===== config.mk =====
export PLATFORM = sky130hd
export DESIGN_NAME = ryc_ctrl
export DESIGN_NICKNAME = d
export VERILOG_FILES = /design/src/rtl/core/ryc_pkg.sv /design/src/rtl/core/ryc_ctrl.sv
export SDC_FILE = /design/constraint.sdc
export NUM_CORES = 1
export LEC_CHECK = 0
export ABC_AREA = 1
export BUFFER_PORTS_ARGS = -buffer_cell sky130_fd_sc_hd__buf_2
export CORE_AREA = 4 4 77 79
export DETAILED_ROUTE_END_ITERATION = 12
export DIE_AREA = 0 0 81 83
export MAX_ROUTING_LAYER = met4
export PLACE_DENSITY = 0.77
export SLEW_MARGIN = 40
export SYNTH_ARGS = -nofsm -noshare
export SYNTH_HDL_FRONTEND = slang
export SYNTH_SLANG_ARGS = --single-unit
export TNS_END_PERCENT = 10

===== constraint.sdc =====
create_clock -name clk -period 1.8 [get_ports clk]
set_input_delay 0.18 -clock clk [delete_from_list [all_inputs] [get_ports clk]]
set_output_delay 0.18 -clock clk [all_outputs]
set_load 0.01 [all_outputs]

===== src/rtl/core/ryc_pkg.sv =====
// ----------------------------------------------------------------------------
// ryc_pkg
// Shared types, constants and color math for the rgb to 4:2:0 converter.
// ----------------------------------------------------------------------------
package ryc_pkg;

  localparam int MaxWidthDefault = 4096;
  localparam int MaxHeight       = 4096;
  localparam int RowW            = 12;
  localparam int CfgIdxW         = 2;
  localparam int CfgDataW        = 13;
  localparam int ResetWidth      = 1280;
  localparam int ResetHeight     = 720;

  localparam int CompN   = 3;
  localparam int PixW    = 8;
  localparam int PairW   = 9;
  localparam int EntryW  = CompN * PairW;

  localparam int CompRed   = 2;
  localparam int CompGreen = 1;
  localparam int CompBlue  = 0;

  localparam int CoefYR    = 66;
  localparam int CoefYG    = 129;
  localparam int CoefYB    = 25;
  localparam int CoefCbR   = 38;
  localparam int CoefCbG   = 74;
  localparam int CoefCbB   = 112;
  localparam int CoefCrR   = 112;
  localparam int CoefCrG   = 94;
  localparam int CoefCrB   = 18;
  localparam int RoundHalf = 128;
  localparam int LumaOff   = 16;
  localparam int LumaMax   = 235;
  localparam int ChromaMin = 16;
  localparam int ChromaMax = 240;
  localparam int ChromaBias = RoundHalf + 256 * 128;

  typedef enum logic [CfgIdxW-1:0] {
    REG_FRAME_WIDTH  = 2'd0,
    REG_FRAME_HEIGHT = 2'd1
  } cfg_reg_t;

  typedef logic [CompN-1:0][PixW-1:0]  rgb_t;
  typedef logic [CompN-1:0][PairW-1:0] pair_sum_t;

  typedef struct packed {
    logic odd_col;
    logic odd_row;
    logic last_col;
    logic last_row;
  } pos_flags_t;

  function automatic logic [PixW-1:0] luma_of(input rgb_t px);
    logic [15:0] acc;
    logic [8:0]  y;
    acc = 16'(CoefYR * int'(px[CompRed]) + CoefYG * int'(px[CompGreen])
              + CoefYB * int'(px[CompBlue]) + RoundHalf);
    y = {1'b0, acc[15:8]} + 9'(LumaOff);
    if (y > 9'(LumaMax)) begin
      y = 9'(LumaMax);
    end
    return y[PixW-1:0];
  endfunction

  function automatic logic [PixW-1:0] chroma_clamp(input logic [16:0] acc);
    logic [PixW-1:0] v;
    v = acc[15:8];
    if (v < 8'(ChromaMin)) begin
      v = 8'(ChromaMin);
    end else if (v > 8'(ChromaMax)) begin
      v = 8'(ChromaMax);
    end
    return v;
  endfunction

  function automatic logic [PixW-1:0] chroma_blue_of(input rgb_t avg);
    logic [16:0] acc;
    acc = 17'(ChromaBias + CoefCbB * int'(avg[CompBlue])
              - CoefCbR * int'(avg[CompRed]) - CoefCbG * int'(avg[CompGreen]));
    return chroma_clamp(acc);
  endfunction

  function automatic logic [PixW-1:0] chroma_red_of(input rgb_t avg);
    logic [16:0] acc;
    acc = 17'(ChromaBias + CoefCrR * int'(avg[CompRed])
              - CoefCrG * int'(avg[CompGreen]) - CoefCrB * int'(avg[CompBlue]));
    return chroma_clamp(acc);
  endfunction

endpackage


===== src/rtl/core/ryc_ctrl.sv =====
// ----------------------------------------------------------------------------
// ryc_ctrl
// Frame size registers and raster position counters.
// ----------------------------------------------------------------------------
module ryc_ctrl
  import ryc_pkg::*;
#(
  parameter int MAX_WIDTH = MaxWidthDefault,
  parameter int SLOT_W    = $clog2(MaxWidthDefault / 2)
) (
  input  logic                clk,
  input  logic                rst,
  input  logic                cfg_wr_en,
  input  logic [CfgIdxW-1:0]  cfg_index,
  input  logic [CfgDataW-1:0] cfg_data,
  input  logic                step,
  output pos_flags_t          flags,
  output logic [SLOT_W-1:0]   slot
);

  localparam int ColW = (MAX_WIDTH > 1) ? $clog2(MAX_WIDTH) : 1;
  localparam int ResetLastCol = ((ResetWidth > MAX_WIDTH) ? MAX_WIDTH : ResetWidth) - 1;
  localparam int ResetLastRow = ((ResetHeight > MaxHeight) ? MaxHeight : ResetHeight) - 1;

  logic [ColW-1:0] col, col_next;
  logic [RowW-1:0] row, row_next;
  logic [ColW-1:0] last_col_idx, last_col_idx_next;
  logic [RowW-1:0] last_row_idx, last_row_idx_next;
  logic            restart;

  always_comb begin
    if (cfg_data == '0) begin
      last_col_idx_next = '0;
    end else if (int'(cfg_data) > MAX_WIDTH) begin
      last_col_idx_next = ColW'(MAX_WIDTH - 1);
    end else begin
      last_col_idx_next = ColW'(cfg_data - 1'b1);
    end
    if (cfg_data == '0) begin
      last_row_idx_next = '0;
    end else if (int'(cfg_data) > MaxHeight) begin
      last_row_idx_next = RowW'(MaxHeight - 1);
    end else begin
      last_row_idx_next = RowW'(cfg_data - 1'b1);
    end
  end

  always_comb begin
    restart = 1'b0;
    if (cfg_wr_en) begin
      case (cfg_index)
        REG_FRAME_WIDTH:  restart = 1'b1;
        REG_FRAME_HEIGHT: restart = 1'b1;
        default:          restart = 1'b0;
      endcase
    end
  end

  always_comb begin
    flags.odd_col  = col[0];
    flags.odd_row  = row[0];
    flags.last_col = (col == last_col_idx);
    flags.last_row = (row == last_row_idx);
    slot           = SLOT_W'(col >> 1);
  end

  always_comb begin
    col_next = col;
    row_next = row;
    if (restart) begin
      col_next = '0;
      row_next = '0;
    end else if (step) begin
      if (flags.last_col) begin
        col_next = '0;
        row_next = flags.last_row ? '0 : row + 1'b1;
      end else begin
        col_next = col + 1'b1;
      end
    end
  end

  always_ff @(posedge clk) begin
    if (rst) begin
      col          <= '0;
      row          <= '0;
      last_col_idx <= ColW'(ResetLastCol);
      last_row_idx <= RowW'(ResetLastRow);
    end else begin
      col <= col_next;
      row <= row_next;
      if (cfg_wr_en && cfg_index == REG_FRAME_WIDTH) begin
        last_col_idx <= last_col_idx_next;
      end
      if (cfg_wr_en && cfg_index == REG_FRAME_HEIGHT) begin
        last_row_idx <= last_row_idx_next;
      end
    end
  end

endmodule


* Word level (Yosys, flattened, before mapping) *
Cells that the tools add are included.

word-level totals
  register bits = 48
  bits of input ports = 19
  output and inout port bits = 15
  logic and storage cells = 24

operators by class
  add/sub/neg operators = 3
  magnitude comparators = 1
  equality and inequality tests = 3
  mux-type cells = 6
  reduce and logical (&&, ||, !) cells = 7

operators with widths
  kind                                                    count
  2-to-1 mux 12 bit                                       4
  adder 12 x 1 -> 12 bit (second input constant)          2
  == test 12 bit                                          2
  greater-than comparator 13 bit (second input constant)  1
  logical NOT 13 bit                                      1
  subtractor 12 x 1 -> 12 bit (second input constant)     1
  OR reduction 2 bit                                      2
  == test 2 x 1 -> 1 bit (second input constant)          1
  logical AND 1 bit                                       2
  logical NOT 2 bit                                       1
  2-to-1 mux 1 bit                                        2
  AND reduction 2 bit                                     1

* Longest topological paths before layout *
  word-level depth = 5
  mapped depth = 11
  depth with buffers taken out = 10

* Worst setup path after synthesis *
No wires, ideal clock.

  path kind = register -> register
  start = register col[0]
  end = register col[10]
  setup time = 115 ps
  arrival time = 1,343 ps
  data required time = 1,685 ps
  setup slack = 342 ps
  cell stages (with the launch flop) = 8
  cells stage by stage = dfxtp_1 ha_1 nand3_1 nor3b_1 nand2_1 nor2_1 xnor2_1 nor2_1

between the ends
  longest elaborated chain between the ends = 2
  elaborated cells between the ends (all ways) = 3
  classes of those cells = 1 x add/sub; 1 x eq/ne; 1 x mux

ends and longest elaborated chain
  element                                                          RTL line                        source
  start: declaration                                               ryc_ctrl.sv:25                  logic [ColW-1:0] col, col_next;
  start signal: assignment                                         ryc_ctrl.sv:90                  col <= col_next;
  adder 12 x 1 -> 12 bit / == test 12 bit (equally long branches)  ryc_ctrl.sv:78, ryc_ctrl.sv:62
  2-to-1 mux 12 bit (*)                                            ryc_ctrl.sv:74                  if (flags.last_col) begin

Every way passes the cells marked *; elsewhere a longest branch is shown, timed or not.
A chain may end at the register's enable or synchronous reset.

==> reports/results.txt <==
cell row count -> 27
number of diodes -> 0
Max IR drop VDD -> 0.0003160 V
Worst-Margin Slew -> 0.4289 ns
Worst Hold Class -> in -> reg
Post-Syn Area -> 2943 um2
CTS tree -> done
total CTS buffers -> 5
Syn Inst Count -> 453
post-synthesis compound-gate area fraction -> 12.20%
crit-path max FO -> 6
Total Die Area -> 6723 um2
CP endpoint kind -> primary output
Bufs on Longest Clock Path -> 2
Distinct cells, synth -> 30
xor/xnor share of the synthesized area -> 7.440%
max frequency -> 595.1 MHz
syn_nets -> 476
vias in the first global route -> 2530
hold path startpoint -> step
Synth area leaders -> dfxtp_1 33%, nand2_1 19%, inv_1 8.0%
reg2reg end -> col[10]
Hold-fix buffers, CTS -> 0
Layout Nets -> 513
total grt overflow -> 0
Ports -> 34
Die H -> 83 um
flop-to-flop setup slack -> 0.22 ns
Initial DRC Count -> 65
Hold WS -> 0.1906 ns
fraction of registers with async set/reset -> 0%
status -> finished clean
Detail Route Antenna Nets -> 0
R2R cell count -> 7
period utilization -> 93.36%
vias per inst -> 4.968
Most used DFF post-synth -> dfxtp_1
initial antenna violation count -> 0
DRC violations left -> 0
register bit total from synthesis -> 48
most frequent cell after synthesis -> nand2_1
core area -> 5338 um2
routed vias -> 2797
fraction of layout cells with a size suffix above 1 -> 16.50%
Area growth, synth to finish -> 13.35%
Syn. warnings -> 0
# H-tree levels -> 2
Initial Util -> 55.13%
wirelength, routed -> 6.710 mm
Clk Latency, worst-skew pair -> 0.30 ns
CTS sink cnt -> 48
drt pass-1 iters -> 5
first-pass GRT wire length -> 11.55 mm
Post-synth top cells -> 148 x nand2_1, 63 x inv_1, 48 x dfxtp_1
Max Slew Vio Count -> 0
CTS clk-pin slew, worst paths -> 0.10 ns
Avg Synthesized Cell Area -> 6.496 um2
Die Wd -> 81 um
GPL Wtd Cong -> 0.9307
Adder-Cell Fraction of Synth Area -> 1.701%
Synth Area in Simple Gates -> 35.16%
Seq/Total Area, Yosys -> 32.65%
origin of the critical flop-to-flop path -> col[0]
hold endpoint -> col[0]
largest net degree at the start of global routing -> 18
Yosys top cell by area -> dfxtp_1
largest family of logic cells by synthesized area -> simple AND/OR/NAND/NOR gates
wire per inst -> 11.92 um
Startpoint Class -> flop
CP arrival -> 1.50 ns
clk root buf -> clkbuf_8
total power -> 0.002282 W
Worst EP required -> 1.62 ns
gr usage total -> 21.53%
Crit Path Category -> reg -> out
port bufs -> 33
Final setup viols -> 0
mux contribution to synthesized area -> 0%
final worst path period need -> 1.680 ns
clk_skew -> 0.008680 ns
top-area cell type share of the netlist area -> 32.65%
Leak Pwr -> 1.583 nW
HPWL after detailed placement -> 5.325 mm
hold depth -> 3
Post-synth EDFFs -> 0
PwrDens -> 684.1 nW/um2
Slew HR -> 71.38%
max_cap viols -> 0
Hold Vio Cnt, Final -> 0
-- registers in the layout, summed over array words and instances, names as in the netlist --
signal        flops
last_row_idx     12
row              12
last_col_idx     12
col              12
-- per-stage QoR --
stage	instance area, um2	instances	setup TNS [ns]	utilization (%)	setup WS [ns]
2_1_floorplan	2943	453	0	-	0.3422
3_3_place_gp	3176	553	0	59.49	0.2481
3_5_place_dp	3176	553	0	59.49	0.1613
4_1_cts	3321	561	0	62.21	0.01294
5_1_grt	3336	563	-0.0006395	62.49	-0.0006395
6_report	3336	563	0	62.49	0.1195
-- worst max path at each step --
stage                     slack (ns)   startpoint  depth (start not counted)               to
after floorplan                 0.34       col[0]                          7          col[10]
after global placement          0.25  cfg_data[0]                         10  last_row_idx[6]
after detailed placement        0.16  cfg_data[0]                         10  last_row_idx[9]
after CTS                       0.01       row[8]                          6         flags[0]
after global routing         -0.0006       row[0]                          8         flags[0]
final                           0.12       row[9]                          7         flags[0]
-- per-layer routing --
metal	up-vias	share of wire [%]	GRT usage, %
met5	-	0	-
met4	0	1.1	4.916
met3	7	3.3	2.820
met2	62	47	34.80
met1	1241	48	28.45
li1	1487	-	-
-- final cells by class --
class / count / area, um2
clock buffer: 5 / 68.82
clock inverter: 3 / 68.82
fill: 540 / 2002
inverter: 63 / 236.5
multi-input combinational: 329 / 1670
sequential: 48 / 960.9
tap: 72 / 90.09
timing repair buffer: 43 / 240.2
-- power breakdown --
group	switching, W	internal [W]
clock network	0.000388	0.000559
logic	0.000135	0.0000798
registers	0.0000273	0.00109
-- cell families after synthesis --
family,count (synthesis)
AOI/OAI and AO/OA,62
xor gates and xnor gates,25
adders and majority gates,4
buffers and inverters,76
DFF,48
and+or+nand+nor,238
-- cell usage in the layout, fill, tap and decap left out, drive strengths merged --
cell type	n
nor2	41
or2	1
a21oi	38
xnor2	15
nand4	7
bufinv	2
nor3b	1
a31o	1
o21bai	2
clkbuf	5
o211ai	1
xor2	10
nor4	1
ha	4
nand2	151
nand3	31
o21ai	20
dfxtp	48
inv	64
buf	43
nor3	5
-- worst max-delay path: stages, from the launching register on --
cell and delay [ns]:
dfxtp_1 0.47, nand2_1 0.08, nand2_1 0.08, nand2_1 0.05
nor2_1 0.19, nand3_4 0.13, inv_1 0.07, buf_2 0.12
-- what timing repair did --
| item | CTS | global route |
|---|---|---|
| endpoints found under the setup margin | 1 | 1 |
| pin swaps | 0 | 0 |
| gates resized for setup | 1 | 0 |
| setup buffers | 0 | 2 |
| gates cloned | 0 | 0 |
No activity file was read; power rests on OpenSTA's default activity.
