File: config.mk
export PLATFORM = sky130hd
export DESIGN_NAME = ryc_pipe_flat
export DESIGN_NICKNAME = d
export VERILOG_FILES = /design/src/rtl/core/ryc_pkg.sv /design/src/rtl/core/ryc_pixel_if.sv /design/src/rtl/core/ryc_result_if.sv /design/src/rtl/core/ryc_pipe.sv /design/src/flat_wrapper.sv
export SDC_FILE = /design/constraint.sdc
export NUM_CORES = 1
export LEC_CHECK = 0
export ABC_CLOCK_PERIOD_IN_PS = 6200
export BUFFER_PORTS_ARGS = -buffer_cell sky130_fd_sc_hd__buf_2
export CORE_MARGIN = 2
export CORE_UTILIZATION = 38
export CTS_CLUSTER_SIZE = 30
export DETAILED_ROUTE_END_ITERATION = 8
export PLACE_DENSITY = 0.55
export SYNTH_ARGS = -nofsm -noshare
export SYNTH_HDL_FRONTEND = slang
export SYNTH_SLANG_ARGS = --single-unit
export TNS_END_PERCENT = 20
File: constraint.sdc
create_clock -name clk -period 6.2 [get_ports clk]
set_clock_uncertainty 0.1 [all_clocks]
set_input_delay 0.62 -clock clk [delete_from_list [all_inputs] [get_ports clk]]
set_output_delay 0.62 -clock clk [all_outputs]
set_load 0.01 [all_outputs]
File: src/rtl/core/ryc_pkg.sv
// ----------------------------------------------------------------------------
// ryc_pkg
// Shared types, constants and color math for the rgb to 4:2:0 converter.
// ----------------------------------------------------------------------------
package ryc_pkg;

  localparam int MaxWidthDefault = 4096;
  localparam int MaxHeight       = 4096;
  localparam int RowW            = 12;
  localparam int CfgIdxW         = 2;
  localparam int CfgDataW        = 13;
  localparam int ResetWidth      = 1280;
  localparam int ResetHeight     = 720;

  localparam int CompN   = 3;
  localparam int PixW    = 8;
  localparam int PairW   = 9;
  localparam int EntryW  = CompN * PairW;

  localparam int CompRed   = 2;
  localparam int CompGreen = 1;
  localparam int CompBlue  = 0;

  localparam int CoefYR    = 66;
  localparam int CoefYG    = 129;
  localparam int CoefYB    = 25;
  localparam int CoefCbR   = 38;
  localparam int CoefCbG   = 74;
  localparam int CoefCbB   = 112;
  localparam int CoefCrR   = 112;
  localparam int CoefCrG   = 94;
  localparam int CoefCrB   = 18;
  localparam int RoundHalf = 128;
  localparam int LumaOff   = 16;
  localparam int LumaMax   = 235;
  localparam int ChromaMin = 16;
  localparam int ChromaMax = 240;
  localparam int ChromaBias = RoundHalf + 256 * 128;

  typedef enum logic [CfgIdxW-1:0] {
    REG_FRAME_WIDTH  = 2'd0,
    REG_FRAME_HEIGHT = 2'd1
  } cfg_reg_t;

  typedef logic [CompN-1:0][PixW-1:0]  rgb_t;
  typedef logic [CompN-1:0][PairW-1:0] pair_sum_t;

  typedef struct packed {
    logic odd_col;
    logic odd_row;
    logic last_col;
    logic last_row;
  } pos_flags_t;

  function automatic logic [PixW-1:0] luma_of(input rgb_t px);
    logic [15:0] acc;
    logic [8:0]  y;
    acc = 16'(CoefYR * int'(px[CompRed]) + CoefYG * int'(px[CompGreen])
              + CoefYB * int'(px[CompBlue]) + RoundHalf);
    y = {1'b0, acc[15:8]} + 9'(LumaOff);
    if (y > 9'(LumaMax)) begin
      y = 9'(LumaMax);
    end
    return y[PixW-1:0];
  endfunction

  function automatic logic [PixW-1:0] chroma_clamp(input logic [16:0] acc);
    logic [PixW-1:0] v;
    v = acc[15:8];
    if (v < 8'(ChromaMin)) begin
      v = 8'(ChromaMin);
    end else if (v > 8'(ChromaMax)) begin
      v = 8'(ChromaMax);
    end
    return v;
  endfunction

  function automatic logic [PixW-1:0] chroma_blue_of(input rgb_t avg);
    logic [16:0] acc;
    acc = 17'(ChromaBias + CoefCbB * int'(avg[CompBlue])
              - CoefCbR * int'(avg[CompRed]) - CoefCbG * int'(avg[CompGreen]));
    return chroma_clamp(acc);
  endfunction

  function automatic logic [PixW-1:0] chroma_red_of(input rgb_t avg);
    logic [16:0] acc;
    acc = 17'(ChromaBias + CoefCrR * int'(avg[CompRed])
              - CoefCrG * int'(avg[CompGreen]) - CoefCrB * int'(avg[CompBlue]));
    return chroma_clamp(acc);
  endfunction

endpackage

File: src/rtl/core/ryc_pixel_if.sv
// ----------------------------------------------------------------------------
// ryc_pixel_if
// Valid/ready channel carrying one rgb pixel per transfer.
// ----------------------------------------------------------------------------
interface ryc_pixel_if;
  logic       valid;
  logic       ready;
  logic [7:0] pixel_red;
  logic [7:0] pixel_green;
  logic [7:0] pixel_blue;

  modport source (output valid, pixel_red, pixel_green, pixel_blue, input ready);
  modport sink   (input valid, pixel_red, pixel_green, pixel_blue, output ready);
endinterface

File: src/rtl/core/ryc_result_if.sv
// ----------------------------------------------------------------------------
// ryc_result_if
// Valid/ready channel carrying luma, block chroma and frame end per transfer.
// ----------------------------------------------------------------------------
interface ryc_result_if;
  logic       valid;
  logic       ready;
  logic [7:0] luma;
  logic       chroma_valid;
  logic [7:0] chroma_blue;
  logic [7:0] chroma_red;
  logic       frame_done;

  modport source (output valid, luma, chroma_valid, chroma_blue, chroma_red, frame_done,
                  input ready);
  modport sink   (input valid, luma, chroma_valid, chroma_blue, chroma_red, frame_done,
                  output ready);
endinterface

File: src/rtl/core/ryc_pipe.sv
// ----------------------------------------------------------------------------
// ryc_pipe
// Three stage pixel pipeline: pair sums and line store read-modify-write,
// color matrix, result register.
// ----------------------------------------------------------------------------
module ryc_pipe
  import ryc_pkg::*;
#(
  parameter int SLOT_W = $clog2(MaxWidthDefault / 2)
) (
  input  logic                clk,
  input  logic                rst,
  ryc_pixel_if.sink           pixel,
  ryc_result_if.source        result,
  input  pos_flags_t          flags,
  input  logic [SLOT_W-1:0]   slot,
  output logic                step,
  output logic                mem_wr_en,
  output logic [SLOT_W-1:0]   mem_wr_addr,
  output pair_sum_t           mem_wr_data,
  output logic                mem_rd_en,
  output logic [SLOT_W-1:0]   mem_rd_addr,
  input  pair_sum_t           mem_rd_data
);

  // stage a
  logic              a_valid;
  rgb_t              a_px;
  pos_flags_t        a_flags;
  logic [SLOT_W-1:0] a_slot;
  logic              a_fwd;
  logic              a_ready, a_leave, a_pair_end, a_cvalid;
  rgb_t              pair_first;
  pair_sum_t         wr_hold;
  pair_sum_t         a_psum, a_even;
  rgb_t              a_avg;

  // stage b
  logic              b_valid;
  rgb_t              b_px;
  rgb_t              b_avg;
  logic              b_cvalid, b_done;
  logic              b_ready, b_leave;

  // result register
  logic              c_valid;
  logic [PixW-1:0]   c_luma, c_cb, c_cr;
  logic              c_cvalid, c_done;
  logic              c_ready;

  logic              fwd_next;

  assign c_ready = !c_valid || result.ready;
  assign b_ready = !b_valid || c_ready;
  assign a_ready = !a_valid || b_ready;
  assign b_leave = b_valid && c_ready;
  assign a_leave = a_valid && b_ready;

  assign pixel.ready = a_ready;
  assign step        = pixel.valid && a_ready;

  assign mem_rd_en   = step;
  assign mem_rd_addr = slot;

  assign a_pair_end  = a_flags.odd_col || a_flags.last_col;
  assign a_cvalid    = a_pair_end && (a_flags.odd_row || a_flags.last_row);

  assign mem_wr_en   = a_leave && a_pair_end && !a_flags.odd_row;
  assign mem_wr_addr = a_slot;
  assign mem_wr_data = a_psum;

  // the entry written this cycle is not yet visible to a read issued now
  assign fwd_next = mem_wr_en && (mem_wr_addr == slot);

  always_comb begin
    logic [PairW:0] tot;
    logic [PairW:0] rnd;
    a_even = a_fwd ? wr_hold : mem_rd_data;
    for (int k = 0; k < CompN; k++) begin
      if (a_flags.odd_col) begin
        a_psum[k] = PairW'(pair_first[k]) + PairW'(a_px[k]);
      end else begin
        a_psum[k] = {a_px[k], 1'b0};
      end
      if (a_flags.odd_row) begin
        tot = (PairW+1)'(a_psum[k]) + (PairW+1)'(a_even[k]);
      end else begin
        tot = {a_psum[k], 1'b0};
      end
      rnd = tot + (PairW+1)'(2);
      a_avg[k] = rnd[PairW:2];
    end
  end

  always_ff @(posedge clk) begin
    if (rst) begin
      a_valid    <= 1'b0;
      pair_first <= '0;
    end else begin
      if (a_ready) begin
        a_valid <= pixel.valid;
      end
      if (a_leave && !a_pair_end) begin
        pair_first <= a_px;
      end
    end
  end

  always_ff @(posedge clk) begin
    if (step) begin
      a_px[CompRed]   <= pixel.pixel_red;
      a_px[CompGreen] <= pixel.pixel_green;
      a_px[CompBlue]  <= pixel.pixel_blue;
      a_flags         <= flags;
      a_slot          <= slot;
      a_fwd           <= fwd_next;
    end
    if (mem_wr_en) begin
      wr_hold <= mem_wr_data;
    end
  end

  always_ff @(posedge clk) begin
    if (rst) begin
      b_valid <= 1'b0;
    end else if (b_ready) begin
      b_valid <= a_valid;
    end
  end

  always_ff @(posedge clk) begin
    if (a_leave) begin
      b_px     <= a_px;
      b_avg    <= a_avg;
      b_cvalid <= a_cvalid;
      b_done   <= a_flags.last_col && a_flags.last_row;
    end
  end

  always_ff @(posedge clk) begin
    if (rst) begin
      c_valid <= 1'b0;
    end else if (c_ready) begin
      c_valid <= b_valid;
    end
  end

  always_ff @(posedge clk) begin
    if (b_leave) begin
      c_luma   <= luma_of(b_px);
      c_cvalid <= b_cvalid;
      c_cb     <= b_cvalid ? chroma_blue_of(b_avg) : '0;
      c_cr     <= b_cvalid ? chroma_red_of(b_avg) : '0;
      c_done   <= b_done;
    end
  end

  assign result.valid        = c_valid;
  assign result.luma         = c_luma;
  assign result.chroma_valid = c_cvalid;
  assign result.chroma_blue  = c_cb;
  assign result.chroma_red   = c_cr;
  assign result.frame_done   = c_done;

endmodule

File: src/flat_wrapper.sv
// flat-port wrapper written by rule: the top's interface ports become plain ports
module ryc_pipe_flat import ryc_pkg::*;
#(
  parameter int SLOT_W = $clog2(MaxWidthDefault / 2)
)
  (clk, rst, flags, slot, step, mem_wr_en, mem_wr_addr, mem_wr_data, mem_rd_en, mem_rd_addr, mem_rd_data, pixel_valid, pixel_pixel_red, pixel_pixel_green, pixel_pixel_blue, pixel_ready, result_valid, result_luma, result_chroma_valid, result_chroma_blue, result_chroma_red, result_frame_done, result_ready);
  ryc_pixel_if pixel_i ();
  ryc_result_if result_i ();
  input  logic clk;
  input  logic rst;
  input  pos_flags_t flags;
  input  logic [SLOT_W-1:0] slot;
  output logic step;
  output logic mem_wr_en;
  output logic [SLOT_W-1:0] mem_wr_addr;
  output pair_sum_t mem_wr_data;
  output logic mem_rd_en;
  output logic [SLOT_W-1:0] mem_rd_addr;
  input  pair_sum_t mem_rd_data;
  input wire logic [$bits(pixel_i.valid)-1:0] pixel_valid;
  input wire logic [$bits(pixel_i.pixel_red)-1:0] pixel_pixel_red;
  input wire logic [$bits(pixel_i.pixel_green)-1:0] pixel_pixel_green;
  input wire logic [$bits(pixel_i.pixel_blue)-1:0] pixel_pixel_blue;
  output wire logic [$bits(pixel_i.ready)-1:0] pixel_ready;
  output wire logic [$bits(result_i.valid)-1:0] result_valid;
  output wire logic [$bits(result_i.luma)-1:0] result_luma;
  output wire logic [$bits(result_i.chroma_valid)-1:0] result_chroma_valid;
  output wire logic [$bits(result_i.chroma_blue)-1:0] result_chroma_blue;
  output wire logic [$bits(result_i.chroma_red)-1:0] result_chroma_red;
  output wire logic [$bits(result_i.frame_done)-1:0] result_frame_done;
  input wire logic [$bits(result_i.ready)-1:0] result_ready;
  assign pixel_i.valid = pixel_valid;
  assign pixel_i.pixel_red = pixel_pixel_red;
  assign pixel_i.pixel_green = pixel_pixel_green;
  assign pixel_i.pixel_blue = pixel_pixel_blue;
  assign pixel_ready = pixel_i.ready;
  assign result_valid = result_i.valid;
  assign result_luma = result_i.luma;
  assign result_chroma_valid = result_i.chroma_valid;
  assign result_chroma_blue = result_i.chroma_blue;
  assign result_chroma_red = result_i.chroma_red;
  assign result_frame_done = result_i.frame_done;
  assign result_i.ready = result_ready;
  ryc_pipe #(.SLOT_W(SLOT_W)) u_core (.clk(clk), .rst(rst), .pixel(pixel_i), .result(result_i), .flags(flags), .slot(slot), .step(step), .mem_wr_en(mem_wr_en), .mem_wr_addr(mem_wr_addr), .mem_wr_data(mem_wr_data), .mem_rd_en(mem_rd_en), .mem_rd_addr(mem_rd_addr), .mem_rd_data(mem_rd_data));
endmodule
### After elaboration in Yosys (flattened, before gate mapping)

Index checks and enable logic that the tools add are counted.

* register bits after elaboration: 170
* output and inout port bits: 80

* $add $sub $neg: 19
* multipliers: 9
* magnitude comparators: 5
* equal/unequal tests: 1
* muxes and demuxes: 11
* bitwise logic cells: 1
* reductions and logical operators: 23

Operators by type and width (number)
* 16-bit subtractor: 4
* 6-bit by 8-bit multiplier with 14-bit output, first input constant: 3
* 16-bit adder: 2
* 16-bit adder, first input constant: 2
* 10-bit by 2-bit adder with 10-bit output, second input constant: 3
* 9-bit by 9-bit adder with 10-bit output: 3
* 10-bit 2-to-1 mux: 3
* 8-bit by 8-bit adder with 9-bit output: 3
* 27-bit 2-to-1 mux: 1
* 9-bit 2-to-1 mux: 3
* 5-bit by 8-bit multiplier with 13-bit output, first input constant: 2
* 3-bit by 8-bit multiplier with 11-bit output, first input constant: 2
* 16-bit by 9-bit adder with 16-bit output, second input constant: 1
* 8-bit greater-than comparator, second input constant: 2
* 8-bit by 5-bit < comparator with 1-bit output, second input constant: 2
* 8-bit by 8-bit multiplier with 16-bit output, first input constant: 1
* 8-bit 2-to-1 mux: 2
* 4-bit by 8-bit multiplier with 12-bit output, first input constant: 1
* 11-bit equality test: 1
* 5-bit 2-to-1 mux: 2
* 8-bit by 5-bit adder with 9-bit output, second input constant: 1
* 9-bit by 8-bit greater-than comparator with 1-bit output, second input constant: 1
* 1-bit logical AND: 9
* 3-bit OR reduction: 2
* other kinds (4): 13

### Longest topological paths before layout

* depth after elaboration: 7
* gate-level depth with buffers: 29
* mapped depth without buffers: 29

### Worst setup path after synthesis

OpenSTA, ideal clock, no wires.

* path type: reg-to-reg
* start point: register u_core.b_px[2] (netlist bit)
* end point: register u_core.c_luma[2] (netlist: u_core.result.luma[2]) (data pin)
* library setup time: 254 ps
* data arrival time: 6168 ps
* data required time: 5846 ps
* path slack: -321 ps
* cell stages (with the launch flop): 27
* buffers on the path: 0
* path through: edfxtp_1 -> ha_1 -> ha_1 -> fa_1 -> ha_1 -> a21oi_1 -> nor2_1 -> nor2_1 -> xnor2_1 -> ha_1 -> ha_1 -> inv_1 -> fa_1 -> inv_1 -> fa_1 -> ha_1 -> a21o_1 -> a211oi_2 -> a2111oi_1 -> nor3_2 -> inv_1 -> ha_1 -> inv_1 -> or2_2 -> o311ai_1 -> o211ai_1 -> nor2b_1

* word-level cells in the longest chain between the ends: 5

RTL lines
* start, declared: line ryc_pipe.sv:40 `rgb_t b_px;`
* start signal, assigned: line ryc_pipe.sv:133 `b_px <= a_px;`
* 5-bit by 8-bit multiplier with 13-bit output (*): line ryc_pkg.sv:59 `+ CoefYB * int'(px[CompBlue]) + RoundHalf);`
* 16-bit adder (*): line ryc_pkg.sv:59
* 16-bit by 9-bit adder with 16-bit output (*): line ryc_pkg.sv:59
* 8-bit by 5-bit adder with 9-bit output (*): line ryc_pkg.sv:60 `y = {1'b0, acc[15:8]} + 9'(LumaOff);`
* 9-bit by 8-bit greater-than comparator with 1-bit output: line ryc_pkg.sv:61 `if (y > 9'(LumaMax)) begin`
* end signal, assigned: line ryc_pipe.sv:150 `c_luma <= luma_of(b_px);`
* end, declared: line ryc_pipe.sv:47 `logic [PixW-1:0] c_luma, c_cb, c_cr;`

Mark *: on every way between the ends. The rest lies on a longest branch, timed or not.
A chain may end at the register's enable or synchronous reset.

### Final worst setup path

* start point: register u_core.b_px[3] (netlist bit)
* end point: register u_core.c_luma[0] (netlist: u_core.result.luma[0]) (data pin)

Same word-level chain as after synthesis.

==> flow_summary.yaml <==
logic_synthesis:
  async_flop_share: 0
  synth_ff_type: "edfxtp_1"
  ys_top_cells_by_area: "edfxtp_1, ha_1, fa_1, inv_1, xnor2_1"
  syn_area_per_cell_sq_um: 10.1
  ys_seq_area_frac: 0.285
  synth_fp_nets: 2129
  synth_most_common_cell: "ha_1"
  ys_types: 83
  synthCells: 1685
  ys_warn_count: 0
  synth_area_sq_um: 17000
  yosysTopAreaCell: "edfxtp_1"
  synthTopCellsByCount: "ha_1, inv_1, edfxtp_1"
  synth_edf_count: 143
  synth_top_cell_area_share: 0.253
  synth-seq-cells: 170
hold_path:
  hp-start: "flags[3]"
  hold_path.class: "input port to flip-flop"
worst_setup_path:
  cp.required_ns: 6.31
  critPathMaxStageDelay_ns: 0.55
  r2r-end: "u_core.result.luma[0]"
  critical_path_class: "flip-flop to flip-flop"
  cp_top_family: "adder cells"
  crit_fanout: 4
  worst-r2r-cell-count: 26
  cp-end-kind: "flip-flop"
  reg2reg_from: "u_core.b_px[3]"
  cp_num_buf_inv: 4
  cp_common_cell: "ha_4"
  arrival_ns: 6.58
  startpoint: "u_core.b_px[3]"
  worst-path-stages: 26
  reg2reg_slack_ns: -0.27
  slowest_stage: "fa_1"
  crit_end: "u_core.result.luma[0]"
  cp-start-kind: "flip-flop"
floorplan:
  num_rows: 77
  start_util: 0.384
  die_h_um: 215
  dieArea_sq_um: 46300
  die_w_um: 215
  core-area_sq_um: 44100
  ios: 150
finish:
  nFillCells: 4241
  fin_util: 0.455
  drive_gt1_frac: 0.213
  area_growth_pct: 18.3
  regArea_sq_um: 4830
  final_nets: 2362
  multiInputGateArea_sq_um: 11500
  final_cells: 2523
  diodes: 0
outcome:
  status: "complete, but fails checks"
  violations: "setup timing"
clock_network:
  htree_levels: 4
  cts_tree: "done"
  ctsHoldBuffers: 0
  cts.clk_slew.worst_paths_ns: 0.07
  clk_latency_ns: 0.46
  cts_buffers: 17
  clockRootBuffer: "clkbuf_16"
  cts.sinks: 170
  cts_max_path_buffers: 2
sta:
  fin_crit_sh: 1.04
  max_freq_mhz: 155
  slew_violations: 0
  layout_min_cycle_time_ns: 6.47
  tightest_slew_ns: 1.11
  setup_viol: 5
  postLayoutSetupSlackWorst_ns: -0.267
  maxSlewHeadroom: 0.261
  hold_viol_final: 0
  grt_setup_unrepaired: "yes"
grt:
  grt_pass1_vias: 12600
  antenna_found_initial: 1
  gr-usage-all-layers: 0.180
  grt_remaining_overflow: 0
  grt_pass1_wl_mm: 66.2
  grt_max_degree: 52
placed_design:
  dp_cells: 2484
  numPortBuffers: 149
  pre_cts_ws_ns: -0.405
  dp_hpwl_mm: 33.5
  place.gp.congestion: 0.909
run:
  drv_cap: 0
routing:
  drt-vias-per-instance: 5.03
  num_vias: 12700
  drt_iter0_drc: 637
  wl_per_cell_um: 16.2
  routed_wl_mm: 40.9
  drt_pass1_iterations: 5
  antenna_left: 0
  route.detailed.drc: 0
## what timing repair did
item | in CTS | in global routing
buffers inserted | 5 | 3
pin swaps | 40 | 22
gates cloned | 0 | 0
gates resized for setup | 35 | 36
setup endpoints to repair | 11 | 21
## flip-flops by register name, summed over array words and instances, names as in the netlist, 4 cells and up
signal,cells
u_core.wr_hold,27
u_core.result.chroma_blue,8
u_core.b_px,24
u_core.b_avg,24
u_core.a_px,24
u_core.result.luma,8
u_core.pair_first,24
u_core.mem_wr_addr,11
u_core.a_flags,4
u_core.result.chroma_red,8
## metrics by stage
step / setup TNS, ns / hold slack (ns) / area, sq um
after global placement: -1.98 / 0.336 / 19100
after detailed placement: -2.50 / 0.314 / 19100
after global routing: -3.28 / 0.207 / 20100
after floorplan: -0.0457 / 0.300 / 17100
final: -1.10 / 0.232 / 20100
after CTS: -1.36 / 0.203 / 19900
## cells by family (layout without fill, tap and decap cells)
family | Yosys count | count (layout) | synth area share
buf+inv | 279 | 525 | 0.0656
mux | 49 | 49 | 0.0319
flops | 170 | 170 | 0.285
fa+ha+maj | 375 | 375 | 0.315
xor+xnor | 118 | 118 | 0.0610
simple gates | 353 | 353 | 0.105
compound gates | 341 | 341 | 0.137
## per-layer routing
layer / track usage / part of all wire / vias up
met5: 0 / 0.00039 / -
met2: 0.285 / 0.44 / 218
met3: 0.0355 / 0.042 / 31
li1: - / - / 6457
met4: 0.0451 / 0.017 / 2
met1: 0.251 / 0.50 / 5991
## worst reg2reg max path: stages (launching register included)
cell      delay, ns
edfxtp_1       0.51
ha_4           0.34
ha_4           0.20
fa_1           0.55
ha_4           0.22
a21oi_2        0.14
nor2_2         0.05
nor2_2         0.13
xnor2_1        0.15
ha_1           0.26
ha_1           0.29
inv_2          0.04
fa_1           0.49
inv_1          0.05
fa_1           0.48
ha_4           0.27
a211o_1        0.32
o211ai_1       0.19
buf_4          0.17
a31o_2         0.19
nor3_4         0.06
inv_2          0.12
ha_4           0.14
and4_4         0.22
nor3_2         0.04
o211ai_1       0.28
a21bo_2        0.26
## final cells by class
cell class	count	share of cell area
clock buffer	17	0.0212
sequential	170	0.241
inverter	243	0.0455
clock inverter	15	0.00655
multi-input combinational	1236	0.573
tap	592	0.0369
timing repair buffer	250	0.0754
## placed cells by master (no fill, tap or decap), types with 69 or more instances in the layout
cell / netlist / final
nand2_1: 101 / 100
ha_1: 288 / 269
inv_1: 242 / 233
xnor2_1: 74 / 70
fa_1: 86 / 84
buf_2: 4 / 149
a21oi_1: 108 / 92
buf_4: 14 / 99
edfxtp_1: 143 / 143
nor2_1: 72 / 69
## how the worst min path moves through the flow
stage,to,depth (start not counted)
after CTS,u_core.a_px[16],1
after global placement,u_core.result.frame_done,0
after global routing,u_core.a_px[12],1
final,u_core.a_flags[3],1
after floorplan,u_core.result.frame_done,0
after detailed placement,u_core.result.frame_done,0
Power is not shown: default switching activity piles up to over one toggle a cycle in this logic, so the estimate is an artifact.
